[src/tsvf_pkg.sv]
// Shared types and constants for the trapezoidal state variable filter.
// Holds register codes, response modes, sequencer states and MAC control.
// No dependencies.
package tsvf_pkg;

   // Coefficient format and digit-serial slicing
   localparam int COEF_W      = 24;
   localparam int DIGIT_W     = 8;
   localparam int COEF_DIGITS = COEF_W / DIGIT_W;
   localparam int DIG_CNT_W   = $clog2(COEF_DIGITS);

   // Integrator state, intermediate and accumulator widths
   localparam int STATE_W = 32;
   localparam int MID_W   = 40;
   localparam int ACC_W   = COEF_W + MID_W + 2;

   // Configuration port
   localparam int CSR_INDEX_W = 3;
   localparam int MODE_W      = 2;

   localparam logic [COEF_W-1:0] A1_RESET = 24'd3694180;
   localparam logic [COEF_W-1:0] A2_RESET = 24'd242124;
   localparam logic [COEF_W-1:0] A3_RESET = 24'd15870;
   localparam logic [COEF_W-1:0] K_RESET  = 24'd8388608;

   typedef logic [COEF_W-1:0] tsvf_coef_type;

   typedef enum logic [MODE_W-1:0] {
      MODE_LOWPASS  = 2'd0,
      MODE_HIGHPASS = 2'd1,
      MODE_BANDPASS = 2'd2,
      MODE_NOTCH    = 2'd3
   } tsvf_mode_type;

   typedef enum logic [CSR_INDEX_W-1:0] {
      REG_MODE = 3'd0,
      REG_A1   = 3'd1,
      REG_A2   = 3'd2,
      REG_A3   = 3'd3,
      REG_K    = 3'd4
   } tsvf_reg_type;

   typedef enum logic [3:0] {
      ST_IDLE,
      ST_V1A,
      ST_V1B,
      ST_RND_V1,
      ST_V2A,
      ST_V2B,
      ST_RND_V2,
      ST_SUM_V2,
      ST_KV,
      ST_RND_KV,
      ST_OUT
   } tsvf_state_type;

   // Multiply-accumulate step control
   typedef struct packed {
      logic en;     // perform one digit step
      logic first;  // first digit: take coefficient and operand from inputs
      logic clear;  // with first: start a new sum
   } tsvf_mac_ctrl_type;

endpackage

[src/tsvf_if.sv]
// Stream interfaces for sample requests and filtered responses.
// Valid/ready handshake; payload width follows SAMPLE_BITS. No dependencies.
interface tsvf_req_if #(parameter int SAMPLE_BITS = 24);
   logic                          valid;
   logic                          ready;
   logic signed [SAMPLE_BITS-1:0] sample_in;

   modport source (output valid, output sample_in, input ready);
   modport sink   (input valid, input sample_in, output ready);
endinterface

interface tsvf_rsp_if #(parameter int SAMPLE_BITS = 24);
   logic                          valid;
   logic                          ready;
   logic signed [SAMPLE_BITS-1:0] sample_out;
   logic                          clipped;

   modport source (output valid, output sample_out, output clipped, input ready);
   modport sink   (input valid, input sample_out, input clipped, output ready);
endinterface

[src/tsvf_mac.sv]
// Digit-serial multiply-accumulate: unsigned coefficient times signed operand.
// Consumes one 8-bit coefficient digit per step via shift registers. Uses tsvf_pkg.
module tsvf_mac
   import tsvf_pkg::*;
(
   input  logic                    clock,
   input  tsvf_mac_ctrl_type       ctrl,
   input  tsvf_coef_type           coef,
   input  logic signed [MID_W-1:0] opnd,
   output logic signed [ACC_W-1:0] acc
);

   logic [COEF_W-1:0]        coef_sr_ff, coef_sr_in, coef_src;
   logic signed [ACC_W-1:0]  opnd_sr_ff, opnd_sr_in, opnd_src;
   logic signed [ACC_W-1:0]  acc_ff, acc_in, acc_base, prod;
   logic [DIGIT_W-1:0]       digit;

   // Select digit source, form the partial product and advance the shifters
   always_comb begin
      coef_src   = ctrl.first ? coef : coef_sr_ff;
      opnd_src   = ctrl.first ? ACC_W'(opnd) : opnd_sr_ff;
      digit      = coef_src[DIGIT_W-1:0];
      prod       = $signed({1'b0, digit}) * opnd_src;
      acc_base   = (ctrl.first && ctrl.clear) ? '0 : acc_ff;
      acc_in     = acc_base + prod;
      coef_sr_in = coef_src >> DIGIT_W;
      opnd_sr_in = opnd_src <<< DIGIT_W;
   end

   // Hold between steps
   always_ff @(posedge clock) begin
      if (ctrl.en) begin
         coef_sr_ff <= coef_sr_in;
         opnd_sr_ff <= opnd_sr_in;
         acc_ff     <= acc_in;
      end
   end

   assign acc = acc_ff;

endmodule

[src/trapezoidal_state_variable_filter.sv]
// Trapezoidal state variable filter, top level; uses tsvf_pkg, tsvf_if, tsvf_mac.
// An accepted sample steps through V1A, V1B, RND_V1, V2A, V2B, RND_V2, SUM_V2, KV,
//   RND_KV and OUT; a new sample is taken only from idle. Five products of three
//   8-bit coefficient digits each run on one shared digit-serial MAC.
// Reset (synchronous, active high): integrators cleared, sequencer idle, no
//   response pending, coefficient and mode registers back to defaults.
module trapezoidal_state_variable_filter
   import tsvf_pkg::*;
#(
   parameter int SAMPLE_BITS    = 24,
   parameter int COEF_FRAC_BITS = 22
) (
   input  logic                   clock,
   input  logic                   reset,
   tsvf_req_if.sink               req_bus,
   tsvf_rsp_if.source             rsp_bus,
   input  logic                   csr_we,
   input  logic [CSR_INDEX_W-1:0] csr_index,
   input  logic [COEF_W-1:0]      csr_wdata
);

   localparam int V3_W     = STATE_W + 1;
   localparam int DIFF_W   = MID_W + 1;
   localparam int ST_SUM_W = MID_W + 2;
   localparam int RES_W    = ACC_W + 1;

   localparam logic signed [ACC_W-1:0] ROUND_HALF =
      {{(ACC_W-COEF_FRAC_BITS){1'b0}}, 1'b1, {(COEF_FRAC_BITS-1){1'b0}}};
   localparam logic signed [ACC_W-1:0] ROUND_HALF_LESS = ROUND_HALF - ACC_W'(1);

   localparam logic signed [MID_W-1:0]   MID_MAX    = {1'b0, {(MID_W-1){1'b1}}};
   localparam logic signed [MID_W-1:0]   MID_MIN    = {1'b1, {(MID_W-1){1'b0}}};
   localparam logic signed [STATE_W-1:0] STATE_MAX  = {1'b0, {(STATE_W-1){1'b1}}};
   localparam logic signed [STATE_W-1:0] STATE_MIN  = {1'b1, {(STATE_W-1){1'b0}}};
   localparam logic signed [SAMPLE_BITS-1:0] SAMPLE_MAX = {1'b0, {(SAMPLE_BITS-1){1'b1}}};
   localparam logic signed [SAMPLE_BITS-1:0] SAMPLE_MIN = {1'b1, {(SAMPLE_BITS-1){1'b0}}};

   // Configuration registers
   tsvf_mode_type mode_ff;
   tsvf_coef_type a1_ff, a2_ff, a3_ff, k_ff;

   // Sequencer
   tsvf_state_type         state_ff, state_in;
   logic [DIG_CNT_W-1:0]   dig_ff, dig_in;
   logic                   last_dig;
   logic                   req_acc, out_free;

   // Datapath
   logic signed [SAMPLE_BITS-1:0] v0_ff;
   logic signed [V3_W-1:0]        v3_ff;
   logic signed [STATE_W-1:0]     ic1_ff, ic2_ff;
   logic signed [MID_W-1:0]       v1_ff, v2_ff;
   logic signed [ACC_W-1:0]       rv2_ff, kv1_ff;
   logic signed [DIFF_W-1:0]      diff_ff;
   logic                          clip_ff, clip_in;

   // Output register
   logic                          rsp_valid_ff;
   logic signed [SAMPLE_BITS-1:0] rsp_sample_ff;
   logic                          rsp_clip_ff;

   // MAC interface
   tsvf_mac_ctrl_type       mac_ctrl;
   tsvf_coef_type           mac_coef;
   logic signed [MID_W-1:0] mac_opnd;
   logic signed [ACC_W-1:0] mac_acc;

   // Rounding and saturation
   logic signed [ACC_W-1:0]       rnd_bias, rnd;
   logic                          v1_fits;
   logic signed [MID_W-1:0]       v1_sat;
   logic signed [ACC_W-1:0]       v2_sum;
   logic                          v2_fits;
   logic signed [MID_W-1:0]       v2_sat;
   logic signed [ST_SUM_W-1:0]    st1_sum, st2_sum;
   logic                          st1_fits, st2_fits;
   logic signed [STATE_W-1:0]     st1_sat, st2_sat;
   logic signed [DIFF_W-1:0]      diff;
   logic signed [RES_W-1:0]       res;
   logic                          res_fits;
   logic signed [SAMPLE_BITS-1:0] res_sat;

   assign req_acc  = req_bus.valid && req_bus.ready;
   assign out_free = !rsp_valid_ff || rsp_bus.ready;
   assign last_dig = (dig_ff == DIG_CNT_W'(COEF_DIGITS - 1));

   // Configuration writes; unknown indexes drop
   always_ff @(posedge clock) begin
      if (reset) begin
         mode_ff <= MODE_LOWPASS;
         a1_ff   <= A1_RESET;
         a2_ff   <= A2_RESET;
         a3_ff   <= A3_RESET;
         k_ff    <= K_RESET;
      end else if (csr_we) begin
         unique case (csr_index)
            REG_MODE: mode_ff <= tsvf_mode_type'(csr_wdata[MODE_W-1:0]);
            REG_A1:   a1_ff   <= csr_wdata;
            REG_A2:   a2_ff   <= csr_wdata;
            REG_A3:   a3_ff   <= csr_wdata;
            REG_K:    k_ff    <= csr_wdata;
            default: ;
         endcase
      end
   end

   // Next state
   always_comb begin
      state_in = state_ff;
      unique case (state_ff)
         ST_IDLE:   if (req_acc) state_in = ST_V1A;
         ST_V1A:    if (last_dig) state_in = ST_V1B;
         ST_V1B:    if (last_dig) state_in = ST_RND_V1;
         ST_RND_V1: state_in = ST_V2A;
         ST_V2A:    if (last_dig) state_in = ST_V2B;
         ST_V2B:    if (last_dig) state_in = ST_RND_V2;
         ST_RND_V2: state_in = ST_SUM_V2;
         ST_SUM_V2: state_in = ST_KV;
         ST_KV:     if (last_dig) state_in = ST_RND_KV;
         ST_RND_KV: state_in = ST_OUT;
         ST_OUT:    if (out_free) state_in = ST_IDLE;
         default:   state_in = ST_IDLE;
      endcase
   end

   // Sequencer outputs: handshake and MAC operand selection
   always_comb begin
      req_bus.ready  = 1'b0;
      mac_ctrl.en    = 1'b0;
      mac_ctrl.clear = 1'b0;
      mac_coef       = a1_ff;
      mac_opnd       = MID_W'(ic1_ff);
      unique case (state_ff)
         ST_IDLE: req_bus.ready = 1'b1;
         ST_V1A: begin
            mac_ctrl.en    = 1'b1;
            mac_ctrl.clear = 1'b1;
            mac_coef       = a1_ff;
            mac_opnd       = MID_W'(ic1_ff);
         end
         ST_V1B: begin
            mac_ctrl.en = 1'b1;
            mac_coef    = a2_ff;
            mac_opnd    = MID_W'(v3_ff);
         end
         ST_V2A: begin
            mac_ctrl.en    = 1'b1;
            mac_ctrl.clear = 1'b1;
            mac_coef       = a2_ff;
            mac_opnd       = MID_W'(ic1_ff);
         end
         ST_V2B: begin
            mac_ctrl.en = 1'b1;
            mac_coef    = a3_ff;
            mac_opnd    = MID_W'(v3_ff);
         end
         ST_KV: begin
            mac_ctrl.en    = 1'b1;
            mac_ctrl.clear = 1'b1;
            mac_coef       = k_ff;
            mac_opnd       = v1_ff;
         end
         default: ;
      endcase
      mac_ctrl.first = (dig_ff == '0);
      dig_in = (mac_ctrl.en && !last_dig) ? dig_ff + DIG_CNT_W'(1) : '0;
   end

   tsvf_mac u_mac (
      .clock (clock),
      .ctrl  (mac_ctrl),
      .coef  (mac_coef),
      .opnd  (mac_opnd),
      .acc   (mac_acc)
   );

   // Round the product sum to nearest, ties away from zero
   always_comb begin
      rnd_bias = mac_acc[ACC_W-1] ? ROUND_HALF_LESS : ROUND_HALF;
      rnd      = (mac_acc + rnd_bias) >>> COEF_FRAC_BITS;
   end

   // Saturate intermediates and new states
   always_comb begin
      v1_fits = (&rnd[ACC_W-1:MID_W-1]) || !(|rnd[ACC_W-1:MID_W-1]);
      v1_sat  = v1_fits ? rnd[MID_W-1:0] : (rnd[ACC_W-1] ? MID_MIN : MID_MAX);

      v2_sum  = ACC_W'(ic2_ff) + rv2_ff;
      v2_fits = (&v2_sum[ACC_W-1:MID_W-1]) || !(|v2_sum[ACC_W-1:MID_W-1]);
      v2_sat  = v2_fits ? v2_sum[MID_W-1:0] : (v2_sum[ACC_W-1] ? MID_MIN : MID_MAX);

      st1_sum  = (ST_SUM_W'(v1_ff) <<< 1) - ST_SUM_W'(ic1_ff);
      st1_fits = (&st1_sum[ST_SUM_W-1:STATE_W-1]) || !(|st1_sum[ST_SUM_W-1:STATE_W-1]);
      st1_sat  = st1_fits ? st1_sum[STATE_W-1:0]
                          : (st1_sum[ST_SUM_W-1] ? STATE_MIN : STATE_MAX);

      st2_sum  = (ST_SUM_W'(v2_ff) <<< 1) - ST_SUM_W'(ic2_ff);
      st2_fits = (&st2_sum[ST_SUM_W-1:STATE_W-1]) || !(|st2_sum[ST_SUM_W-1:STATE_W-1]);
      st2_sat  = st2_fits ? st2_sum[STATE_W-1:0]
                          : (st2_sum[ST_SUM_W-1] ? STATE_MIN : STATE_MAX);

      diff = DIFF_W'(v0_ff) - DIFF_W'(v2_ff);
   end

   // Select the response and saturate to the sample width
   always_comb begin
      case (mode_ff)
         MODE_HIGHPASS: res = RES_W'(diff_ff) - RES_W'(kv1_ff);
         MODE_BANDPASS: res = RES_W'(v1_ff);
         MODE_NOTCH:    res = RES_W'(v0_ff) - RES_W'(kv1_ff);
         default:       res = RES_W'(v2_ff);
      endcase
      res_fits = (&res[RES_W-1:SAMPLE_BITS-1]) || !(|res[RES_W-1:SAMPLE_BITS-1]);
      res_sat  = res_fits ? res[SAMPLE_BITS-1:0]
                          : (res[RES_W-1] ? SAMPLE_MIN : SAMPLE_MAX);
   end

   // Collect saturation events for this transaction
   always_comb begin
      clip_in = clip_ff;
      case (state_ff)
         ST_IDLE:   if (req_acc) clip_in = 1'b0;
         ST_RND_V1: clip_in = clip_ff || !v1_fits;
         ST_SUM_V2: clip_in = clip_ff || !v2_fits || !st1_fits;
         ST_RND_KV: clip_in = clip_ff || !st2_fits;
         default: ;
      endcase
   end

   // Control state, integrators and output valid
   always_ff @(posedge clock) begin
      if (reset) begin
         state_ff     <= ST_IDLE;
         dig_ff       <= '0;
         ic1_ff       <= '0;
         ic2_ff       <= '0;
         rsp_valid_ff <= 1'b0;
      end else begin
         state_ff <= state_in;
         dig_ff   <= dig_in;
         if (state_ff == ST_SUM_V2) begin
            ic1_ff <= st1_sat;
         end
         if (state_ff == ST_RND_KV) begin
            ic2_ff <= st2_sat;
         end
         if (state_ff == ST_OUT && out_free) begin
            rsp_valid_ff <= 1'b1;
         end else if (rsp_bus.ready) begin
            rsp_valid_ff <= 1'b0;
         end
      end
   end

   // Payload registers
   always_ff @(posedge clock) begin
      clip_ff <= clip_in;
      if (req_acc) begin
         v0_ff <= req_bus.sample_in;
         v3_ff <= V3_W'(req_bus.sample_in) - V3_W'(ic2_ff);
      end
      if (state_ff == ST_RND_V1) begin
         v1_ff <= v1_sat;
      end
      if (state_ff == ST_RND_V2) begin
         rv2_ff <= rnd;
      end
      if (state_ff == ST_SUM_V2) begin
         v2_ff <= v2_sat;
      end
      if (state_ff == ST_RND_KV) begin
         kv1_ff  <= rnd;
         diff_ff <= diff;
      end
      if (state_ff == ST_OUT && out_free) begin
         rsp_sample_ff <= res_sat;
         rsp_clip_ff   <= clip_ff || !res_fits;
      end
   end

   assign rsp_bus.valid      = rsp_valid_ff;
   assign rsp_bus.sample_out = rsp_sample_ff;
   assign rsp_bus.clipped    = rsp_clip_ff;

   // Digit counter rests at zero outside multiply phases
   a_dig_rest: assert property (@(posedge clock) disable iff (reset)
      !mac_ctrl.en |-> dig_ff == '0)
      else $error("digit counter not at rest outside a multiply phase");

   // Accepted sample starts the first product with a clean clip flag
   a_accept_start: assert property (@(posedge clock) disable iff (reset)
      req_acc |=> (state_ff == ST_V1A) && !clip_ff)
      else $error("accepted sample did not start the multiply sequence");

   // A finished sample waits while the previous response is stalled
   a_out_wait: assert property (@(posedge clock) disable iff (reset)
      (state_ff == ST_OUT) && rsp_valid_ff && !rsp_bus.ready |=> state_ff == ST_OUT)
      else $error("result dropped while response register was occupied");

   // A response appears only from the output step
   a_rsp_source: assert property (@(posedge clock) disable iff (reset)
      $rose(rsp_valid_ff) |-> $past(state_ff) == ST_OUT)
      else $error("response raised outside the output step");

endmodule

[src/flat_wrapper.sv]
// flat-port wrapper written by rule: the top's interface ports become plain ports
module trapezoidal_state_variable_filter_flat import tsvf_pkg::*;
#(
   parameter int SAMPLE_BITS    = 24,
   parameter int COEF_FRAC_BITS = 22
)
  (clock, reset, csr_we, csr_index, csr_wdata, req_bus_valid, req_bus_sample_in, req_bus_ready, rsp_bus_valid, rsp_bus_sample_out, rsp_bus_clipped, rsp_bus_ready);
  tsvf_req_if #(.SAMPLE_BITS(SAMPLE_BITS)) req_bus_i ();
  tsvf_rsp_if #(.SAMPLE_BITS(SAMPLE_BITS)) rsp_bus_i ();
  input  logic clock;
  input  logic reset;
  input  logic csr_we;
  input  logic [CSR_INDEX_W-1:0] csr_index;
  input  logic [COEF_W-1:0] csr_wdata;
  input wire logic [$bits(req_bus_i.valid)-1:0] req_bus_valid;
  input wire logic [$bits(req_bus_i.sample_in)-1:0] req_bus_sample_in;
  output wire logic [$bits(req_bus_i.ready)-1:0] req_bus_ready;
  output wire logic [$bits(rsp_bus_i.valid)-1:0] rsp_bus_valid;
  output wire logic [$bits(rsp_bus_i.sample_out)-1:0] rsp_bus_sample_out;
  output wire logic [$bits(rsp_bus_i.clipped)-1:0] rsp_bus_clipped;
  input wire logic [$bits(rsp_bus_i.ready)-1:0] rsp_bus_ready;
  assign req_bus_i.valid = req_bus_valid;
  assign req_bus_i.sample_in = req_bus_sample_in;
  assign req_bus_ready = req_bus_i.ready;
  assign rsp_bus_valid = rsp_bus_i.valid;
  assign rsp_bus_sample_out = rsp_bus_i.sample_out;
  assign rsp_bus_clipped = rsp_bus_i.clipped;
  assign rsp_bus_i.ready = rsp_bus_ready;
  trapezoidal_state_variable_filter #(.SAMPLE_BITS(SAMPLE_BITS), .COEF_FRAC_BITS(COEF_FRAC_BITS)) u_core (.clock(clock), .reset(reset), .req_bus(req_bus_i), .rsp_bus(rsp_bus_i), .csr_we(csr_we), .csr_index(csr_index), .csr_wdata(csr_wdata));
endmodule
[config.mk]
export PLATFORM = sky130hd
export DESIGN_NAME = trapezoidal_state_variable_filter_flat
export DESIGN_NICKNAME = d
export VERILOG_FILES = /design/src/tsvf_pkg.sv /design/src/tsvf_if.sv /design/src/tsvf_mac.sv /design/src/trapezoidal_state_variable_filter.sv /design/src/flat_wrapper.sv
export SDC_FILE = /design/constraint.sdc
export NUM_CORES = 2
export LEC_CHECK = 0
export BUFFER_PORTS_ARGS = -buffer_cell sky130_fd_sc_hd__buf_4
export CAP_MARGIN = 20
export CELL_PAD_IN_SITES_DETAIL_PLACEMENT = 0
export CELL_PAD_IN_SITES_GLOBAL_PLACEMENT = 1
export CORE_MARGIN = 2
export CORE_UTILIZATION = 30
export CTS_CLUSTER_DIAMETER = 40
export DETAILED_ROUTE_END_ITERATION = 7
export PLACE_DENSITY = 0.55
export RECOVER_POWER = 25
export SKIP_CTS_REPAIR_TIMING = 1
export SLEW_MARGIN = 0
export SYNTH_ARGS = -nofsm -noshare
export SYNTH_HDL_FRONTEND = slang
export SYNTH_HIERARCHICAL = 1
export SYNTH_SLANG_ARGS = --single-unit
[constraint.sdc]
create_clock -name clock -period 20.9 [get_ports clock]
set_input_delay 4.18 -clock clock [delete_from_list [all_inputs] [get_ports clock]]
set_output_delay 4.18 -clock clock [all_outputs]
set_load 0.01 [all_outputs]
# [Word level (Yosys, flattened, before mapping)]
# Index checks and enable logic that the tools add are counted.
[op_classes] n_addsub=10 n_mul=1 eq_ne=25 mux=32 bitwise_logic=1 n_reduce_logical=54
[op_table] cell="67-bit case mux with 3 select lines" n=1
[op_table] cell="40-bit two-way mux" n=4
[op_table] cell="66-bit two-way mux" n=2
[op_table] cell="32-bit two-way mux" n=4
[op_table] cell="41-bit by 32-bit subtractor with 42-bit output" n=2
[op_table] cell="40-bit case mux with 2 select lines" n=1
[op_table] cell="24-bit case mux with 3 select lines" n=1
[op_table] cell="66-bit by 23-bit adder with 66-bit output" n=1
[op_table] cell="66-bit adder" n=1
[op_table] cell="9-bit by 66-bit multiplier with 66-bit output" n=1
[op_table] cell="24-bit two-way mux" n=2
[op_table] cell="32-bit by 44-bit adder with 45-bit output" n=1
[op_table] cell="24-bit by 44-bit subtractor with 45-bit output" n=1
[op_table] cell="41-bit by 44-bit subtractor with 45-bit output" n=1
[op_table] cell="4-bit case mux with 11 select lines" n=1
[op_table] cell="44-bit AND reduction" n=1
[op_table] cell="44-bit OR reduction" n=1
[op_table] cell="24-bit by 40-bit subtractor with 41-bit output" n=1
[op_table] cell="24-bit by 32-bit subtractor with 33-bit output" n=1
[op_table] cell="4-bit two-way mux" n=7
[op_table] cell="27-bit AND reduction" n=1
[op_table] cell="27-bit OR reduction" n=1
[op_table] cell="22-bit two-way mux" n=1
[op_table] cell="11-bit AND reduction" n=2
[op_table] cell="30 further kinds" n=83
[totals] register_bits=601 elab_cells=147

# [Longest topological paths before layout]
[depth] word_depth=8 mapped_depth=35 ltp_nobuf=32

# [Cells and area by module]
# Netlist, hierarchy kept.
[by_module_without_submodules] module="trapezoidal_state_variable_filter" instances=1 cells_each=3944 area_each_um2=34008.9 seq_area_each_um2=12151.7
[by_module_without_submodules] module="tsvf_mac" instances=1 cells_each=2374 area_each_um2=22535.4 seq_area_each_um2=4204.0

# [Worst setup path after synthesis]
# OpenSTA, ideal clock, no wires.
[synth_path] path_kind="reg2reg" start="register u_core.state_ff[3]" end="register u_core.u_mac.acc_ff[59], in the netlist u_core/u_mac/acc[59], data pin" setup_ns=0.260 t_arrival_ns=8.104 path_slack_ns=12.536 stages_incl_launch_ff=35 n_path_buf=8 path_cell_list="dfxtp_1 clkbuf_1 clkbuf_1 nand2_1 nor2_1 clkbuf_1 clkbuf_1 nand2_1 a31oi_1 and2_1 clkbuf_1 a21o_1 clkbuf_1 clkbuf_1 nand2_1 fa_1 inv_1 fa_1 fa_1 fa_1 inv_1 fa_1 inv_1 ha_1 buf_2 and3_1 o311a_2 o211ai_4 a2111oi_4 o21ai_2 a32o_1 o31a_1 o21a_1 o41a_1 xnor2_1"
[synth_via] elab_chain_cells=6
[synth_rtl] element="start: declaration" line_no="trapezoidal_state_variable_filter.sv:43" rtl="tsvf_state_type state_ff, state_in;"
[synth_rtl] element="start signal: assignment" line_no="trapezoidal_state_variable_filter.sv:239" rtl="state_ff <= state_in;"
[synth_rtl] element="4-bit by 3-bit == test with 1-bit output or 4-bit by 2-bit == test with 1-bit output (tied branches)" line_no="trapezoidal_state_variable_filter.sv:133" rtl="unique case (state_ff)"
[synth_rtl] element="2-bit OR reduction (no line)"
[synth_rtl] element="24-bit case mux with 3 select lines *" line_no="trapezoidal_state_variable_filter.sv:133"
[synth_rtl] element="via u_core.mac_coef[0]" line_no="trapezoidal_state_variable_filter.sv:64" rtl="tsvf_coef_type mac_coef;"
[synth_rtl] element="16-bit two-way mux *" line_no="tsvf_mac.sv:20" rtl="coef_src = ctrl.first ? coef : coef_sr_ff;"
[synth_rtl] element="9-bit by 66-bit multiplier with 66-bit output *" line_no="tsvf_mac.sv:23" rtl="prod = $signed({1'b0, digit}) * opnd_src;"
[synth_rtl] element="66-bit adder *" line_no="tsvf_mac.sv:25" rtl="acc_in = acc_base + prod;"
[synth_rtl] element="via u_core.u_mac.acc_in[59]" line_no="tsvf_mac.sv:15" rtl="logic signed [ACC_W-1:0] acc_ff, acc_in, acc_base, prod;"
[synth_rtl] element="end signal: assignment" line_no="tsvf_mac.sv:35" rtl="acc_ff <= acc_in;"
[synth_rtl] element="end: declaration" line_no="tsvf_mac.sv:15"
# Mark *: on every way through the listed nets, which the timed path passes. The rest lies on a longest branch.
# A chain may end at the register's enable or synchronous reset.

# [Final worst setup path]
[layout_path] start="register u_core.state_ff[1]" end="register u_core.u_mac.acc_ff[58], in the netlist u_core/u_mac/acc[58], data pin"
[layout_via] elab_chain_cells=6
[layout_rtl] element="4-bit by 2-bit == test with 1-bit output or 4-bit by 3-bit == test with 1-bit output (tied branches)" line_no="trapezoidal_state_variable_filter.sv:133"
[layout_rtl] element="2-bit OR reduction (no line)"
[layout_rtl] element="40-bit case mux with 2 select lines *" line_no="trapezoidal_state_variable_filter.sv:133"
[layout_rtl] element="via u_core.mac_opnd[5]" line_no="trapezoidal_state_variable_filter.sv:65" rtl="logic signed [MID_W-1:0] mac_opnd;"
[layout_rtl] element="66-bit two-way mux *" line_no="tsvf_mac.sv:21" rtl="opnd_src = ctrl.first ? ACC_W'(opnd) : opnd_sr_ff;"
[layout_rtl] element="9-bit by 66-bit multiplier with 66-bit output *" line_no="tsvf_mac.sv:23"
[layout_rtl] element="66-bit adder *" line_no="tsvf_mac.sv:25"
[layout_rtl] element="via u_core.u_mac.acc_in[58]" line_no="tsvf_mac.sv:15"
# Marks and branches as above.

==> flow_summary.json <==
{
  "synth.ff_latch_count": 601,
  "yosys_warnings": 6,
  "drive_gt1_share_pct": 8.47,
  "maxCapViolations": 9,
  "clk_pin_slew_ns": 0.05,
  "antenna_left": 0,
  "max_stage_delay_ns": 2.41,
  "critPathRequiredTime_ns": 21.42,
  "worst_slew_pin_slew_ns": 3.85,
  "num-nets-final": 7195,
  "multiInputGateArea_mm2": 0.0365,
  "finalMaxSlewViolations": 432,
  "worstPathArrival_ns": 12.11,
  "die_height_um": 438,
  "routedWlPerCell_um": 22.0,
  "critPathTopFamily": "compound AO/OA/AOI/OAI gates",
  "layout_commonest_cell": "nand2_1",
  "die-width_um": 438,
  "synth_flop_cell": "edfxtp_1",
  "fin_crit_ns": 11.58,
  "hold_class": "reg -> reg",
  "totalWireLength_um": 196000,
  "clock_sinks": 601,
  "syn_inst": 6318,
  "cts_max_path_buffers": 3,
  "area_delta_synth_final_pct": 14.6,
  "io_buffers": 82,
  "cts_root_buf": "clkbuf_16",
  "dp_hpwl_um": 153000,
  "synth-edff-count": 432,
  "critPathSlowestCell": "clkbuf_1",
  "final_hold_viol_count": 0,
  "gr-total-overflow": 0,
  "synth_area_per_cell_um2": 8.95,
  "critPathKind": "reg -> reg",
  "grt_pass1_vias": 47100,
  "initial_core_util_pct": 30.1,
  "final_cell_mix": "nand2_1 (883), inv_1 (692), a21oi_1 (475), nor2_1 (469), edfxtp_1 (432)",
  "yosysUniqueCellTypes": 107,
  "grt_pass1_wl_um": 298000,
  "nFillCells": 19300,
  "fp-row-count": 159,
  "insertion_delay_ns": 0.79,
  "max_freq_mhz": 86.3,
  "crit_path_start_kind": "register",
  "syn_nets": 7202,
  "dr.pass1.iters": 5,
  "outcome": "complete, but fails checks",
  "fin_skew_ns": 0.0585,
  "grt_max_degree": 120,
  "cts_buffers": 145,
  "cts_tree": "done",
  "vias": 45700,
  "worstSetupEndpointType": "register",
  "antenna_found_initial": 8,
  "via_per_inst": 5.12,
  "cts_htree_levels": 4,
  "place.gp.congestion": 0.895,
  "grtUsageTotal_pct": 20.3,
  "die_area_mm2": 0.192,
  "violations": "capacitance limit, slew limit",
  "ys_seq_area_share_pct": 28.9,
  "rsz0062_at_grt": "false",
  "cp_max_fo": 63,
  "setup_tns_ns": 0,
  "finalSetupViolations": 0,
  "io_pins": 83,
  "syn_area_mm2": 0.0565,
  "drtIter0Drc": 3194,
  "critPathBufInv": 6,
  "finalCritPeriodShare_pct": 55.4,
  "drc": 0,
  "seqCellArea_mm2": 0.0164,
  "core_area_mm2": 0.188,
  "slew-limit-headroom_pct": -157,
  "synth-async-reset-ratio_pct": 0
}
==> cell usage after synthesis (25+ instances only) <==
cell type    n  area (µm²)
nor2b_1     74         463
a22oi_1     61         458
o21ai_1    102         510
o21bai_1    52         390
xor2_1     113         990
mux2_2      51         574
and3_1      85         532
o21ai_0    157         786
a31oi_1     70         438
a211oi_1    35         263
nand2_1    885        3320
xnor2_1    210        1840
o21a_1      38         285
ha_1       401        5020
edfxtp_1   432       13000
dfxtp_1    169        3380
nor3_1      53         265
nor2_1     475        1780
nand3b_1    39         293
clkbuf_1   245         920
fa_1       427        8550
buf_1       25        93.8
a221oi_2    29         435
and2_1      48         300
a221oi_1    36         315
nand3_1     81         405
nand2b_1    44         275
a21o_1     230        1730
a21oi_1    477        2390
mux2i_1     57         571
inv_1      695        2610
nand4_1     71         444
==> cell families after synthesis <==
group	after synthesis	share of synthesized area, %
AOI/OAI and AO/OA	1495	17.5
and+or+nand+nor	1962	15.7
muxes	109	2.05
buffers and inverters	1000	6.81
DFF	601	28.9
adders and majority gates	828	24.0
xor gates and xnor gates	323	5.00
==> sequential cells by signal (all words and copies together) (netlist names), 4 cells and up <==
register / count
u_core/a2_ff: 24
u_core/state_ff: 4
u_core/kv1_ff: 44
u_core/v2_ff: 40
u_core/a1_ff: 24
u_core/u_mac/acc: 66
u_core/k_ff: 24
u_core/v3_ff: 33
u_core/ic2_ff: 32
u_core/v1_ff: 40
u_core/rsp_bus.sample_out: 24
u_core/rv2_ff: 44
u_core/a3_ff: 24
u_core/ic1_ff: 32
u_core/v0_ff: 24
u_core/u_mac/coef_sr_ff: 16
u_core/u_mac/opnd_sr_ff: 58
u_core/diff_ff: 41
==> path summary, 6_finish.rpt <==
path | depth (start not counted) | slack, ns | endpoint | from
worst max-delay path | 30 | 9.32 | u_core/u_mac/acc[58] | u_core/state_ff[1]
worst min-delay path | 1 | 0.42 | u_core/dig_ff[0] | u_core/dig_ff[0]
worst max register to register | 30 | 9.32 | u_core/u_mac/acc[58] | u_core/state_ff[1]
worst min register to register | 1 | 0.42 | u_core/dig_ff[0] | u_core/dig_ff[0]
==> stage by stage <==
step / util (%) / area, µm² / std cells / hold slack [ns] / worst slack [ns]
after floorplan: - / 56500 / 6318 / 0.401 / 12.54
after global placement: 31.8 / 59700 / 8658 / 0.411 / 11.32
after detailed placement: 31.8 / 59700 / 8659 / 0.412 / 11.14
after CTS: 34.6 / 64800 / 8929 / 0.419 / 11.08
after global routing: 34.5 / 64800 / 8930 / 0.430 / 8.37
final: 34.5 / 64800 / 8931 / 0.421 / 9.32
==> cell type report <==
class,instances,share of cell area [%]
clock buffer,166,5.90
sequential,601,25.3
antenna,2,0.00773
timing repair buffer,150,1.70
clock inverter,104,1.97
inverter,696,4.04
multi-input combinational,4717,56.3
tap,2495,4.82
==> per-layer routing <==
metal,GRT usage [%],vias up,wire [µm]
met5,0,-,0
met4,6.00,0,5280
met3,2.61,249,8110
met2,32.8,1082,89900
met1,28.3,22600,92900
li1,-,21800,-
Power is left out: the tool's default activity adds up to more than one toggle a clock period on the data nets, which glitch-free logic cannot reach.
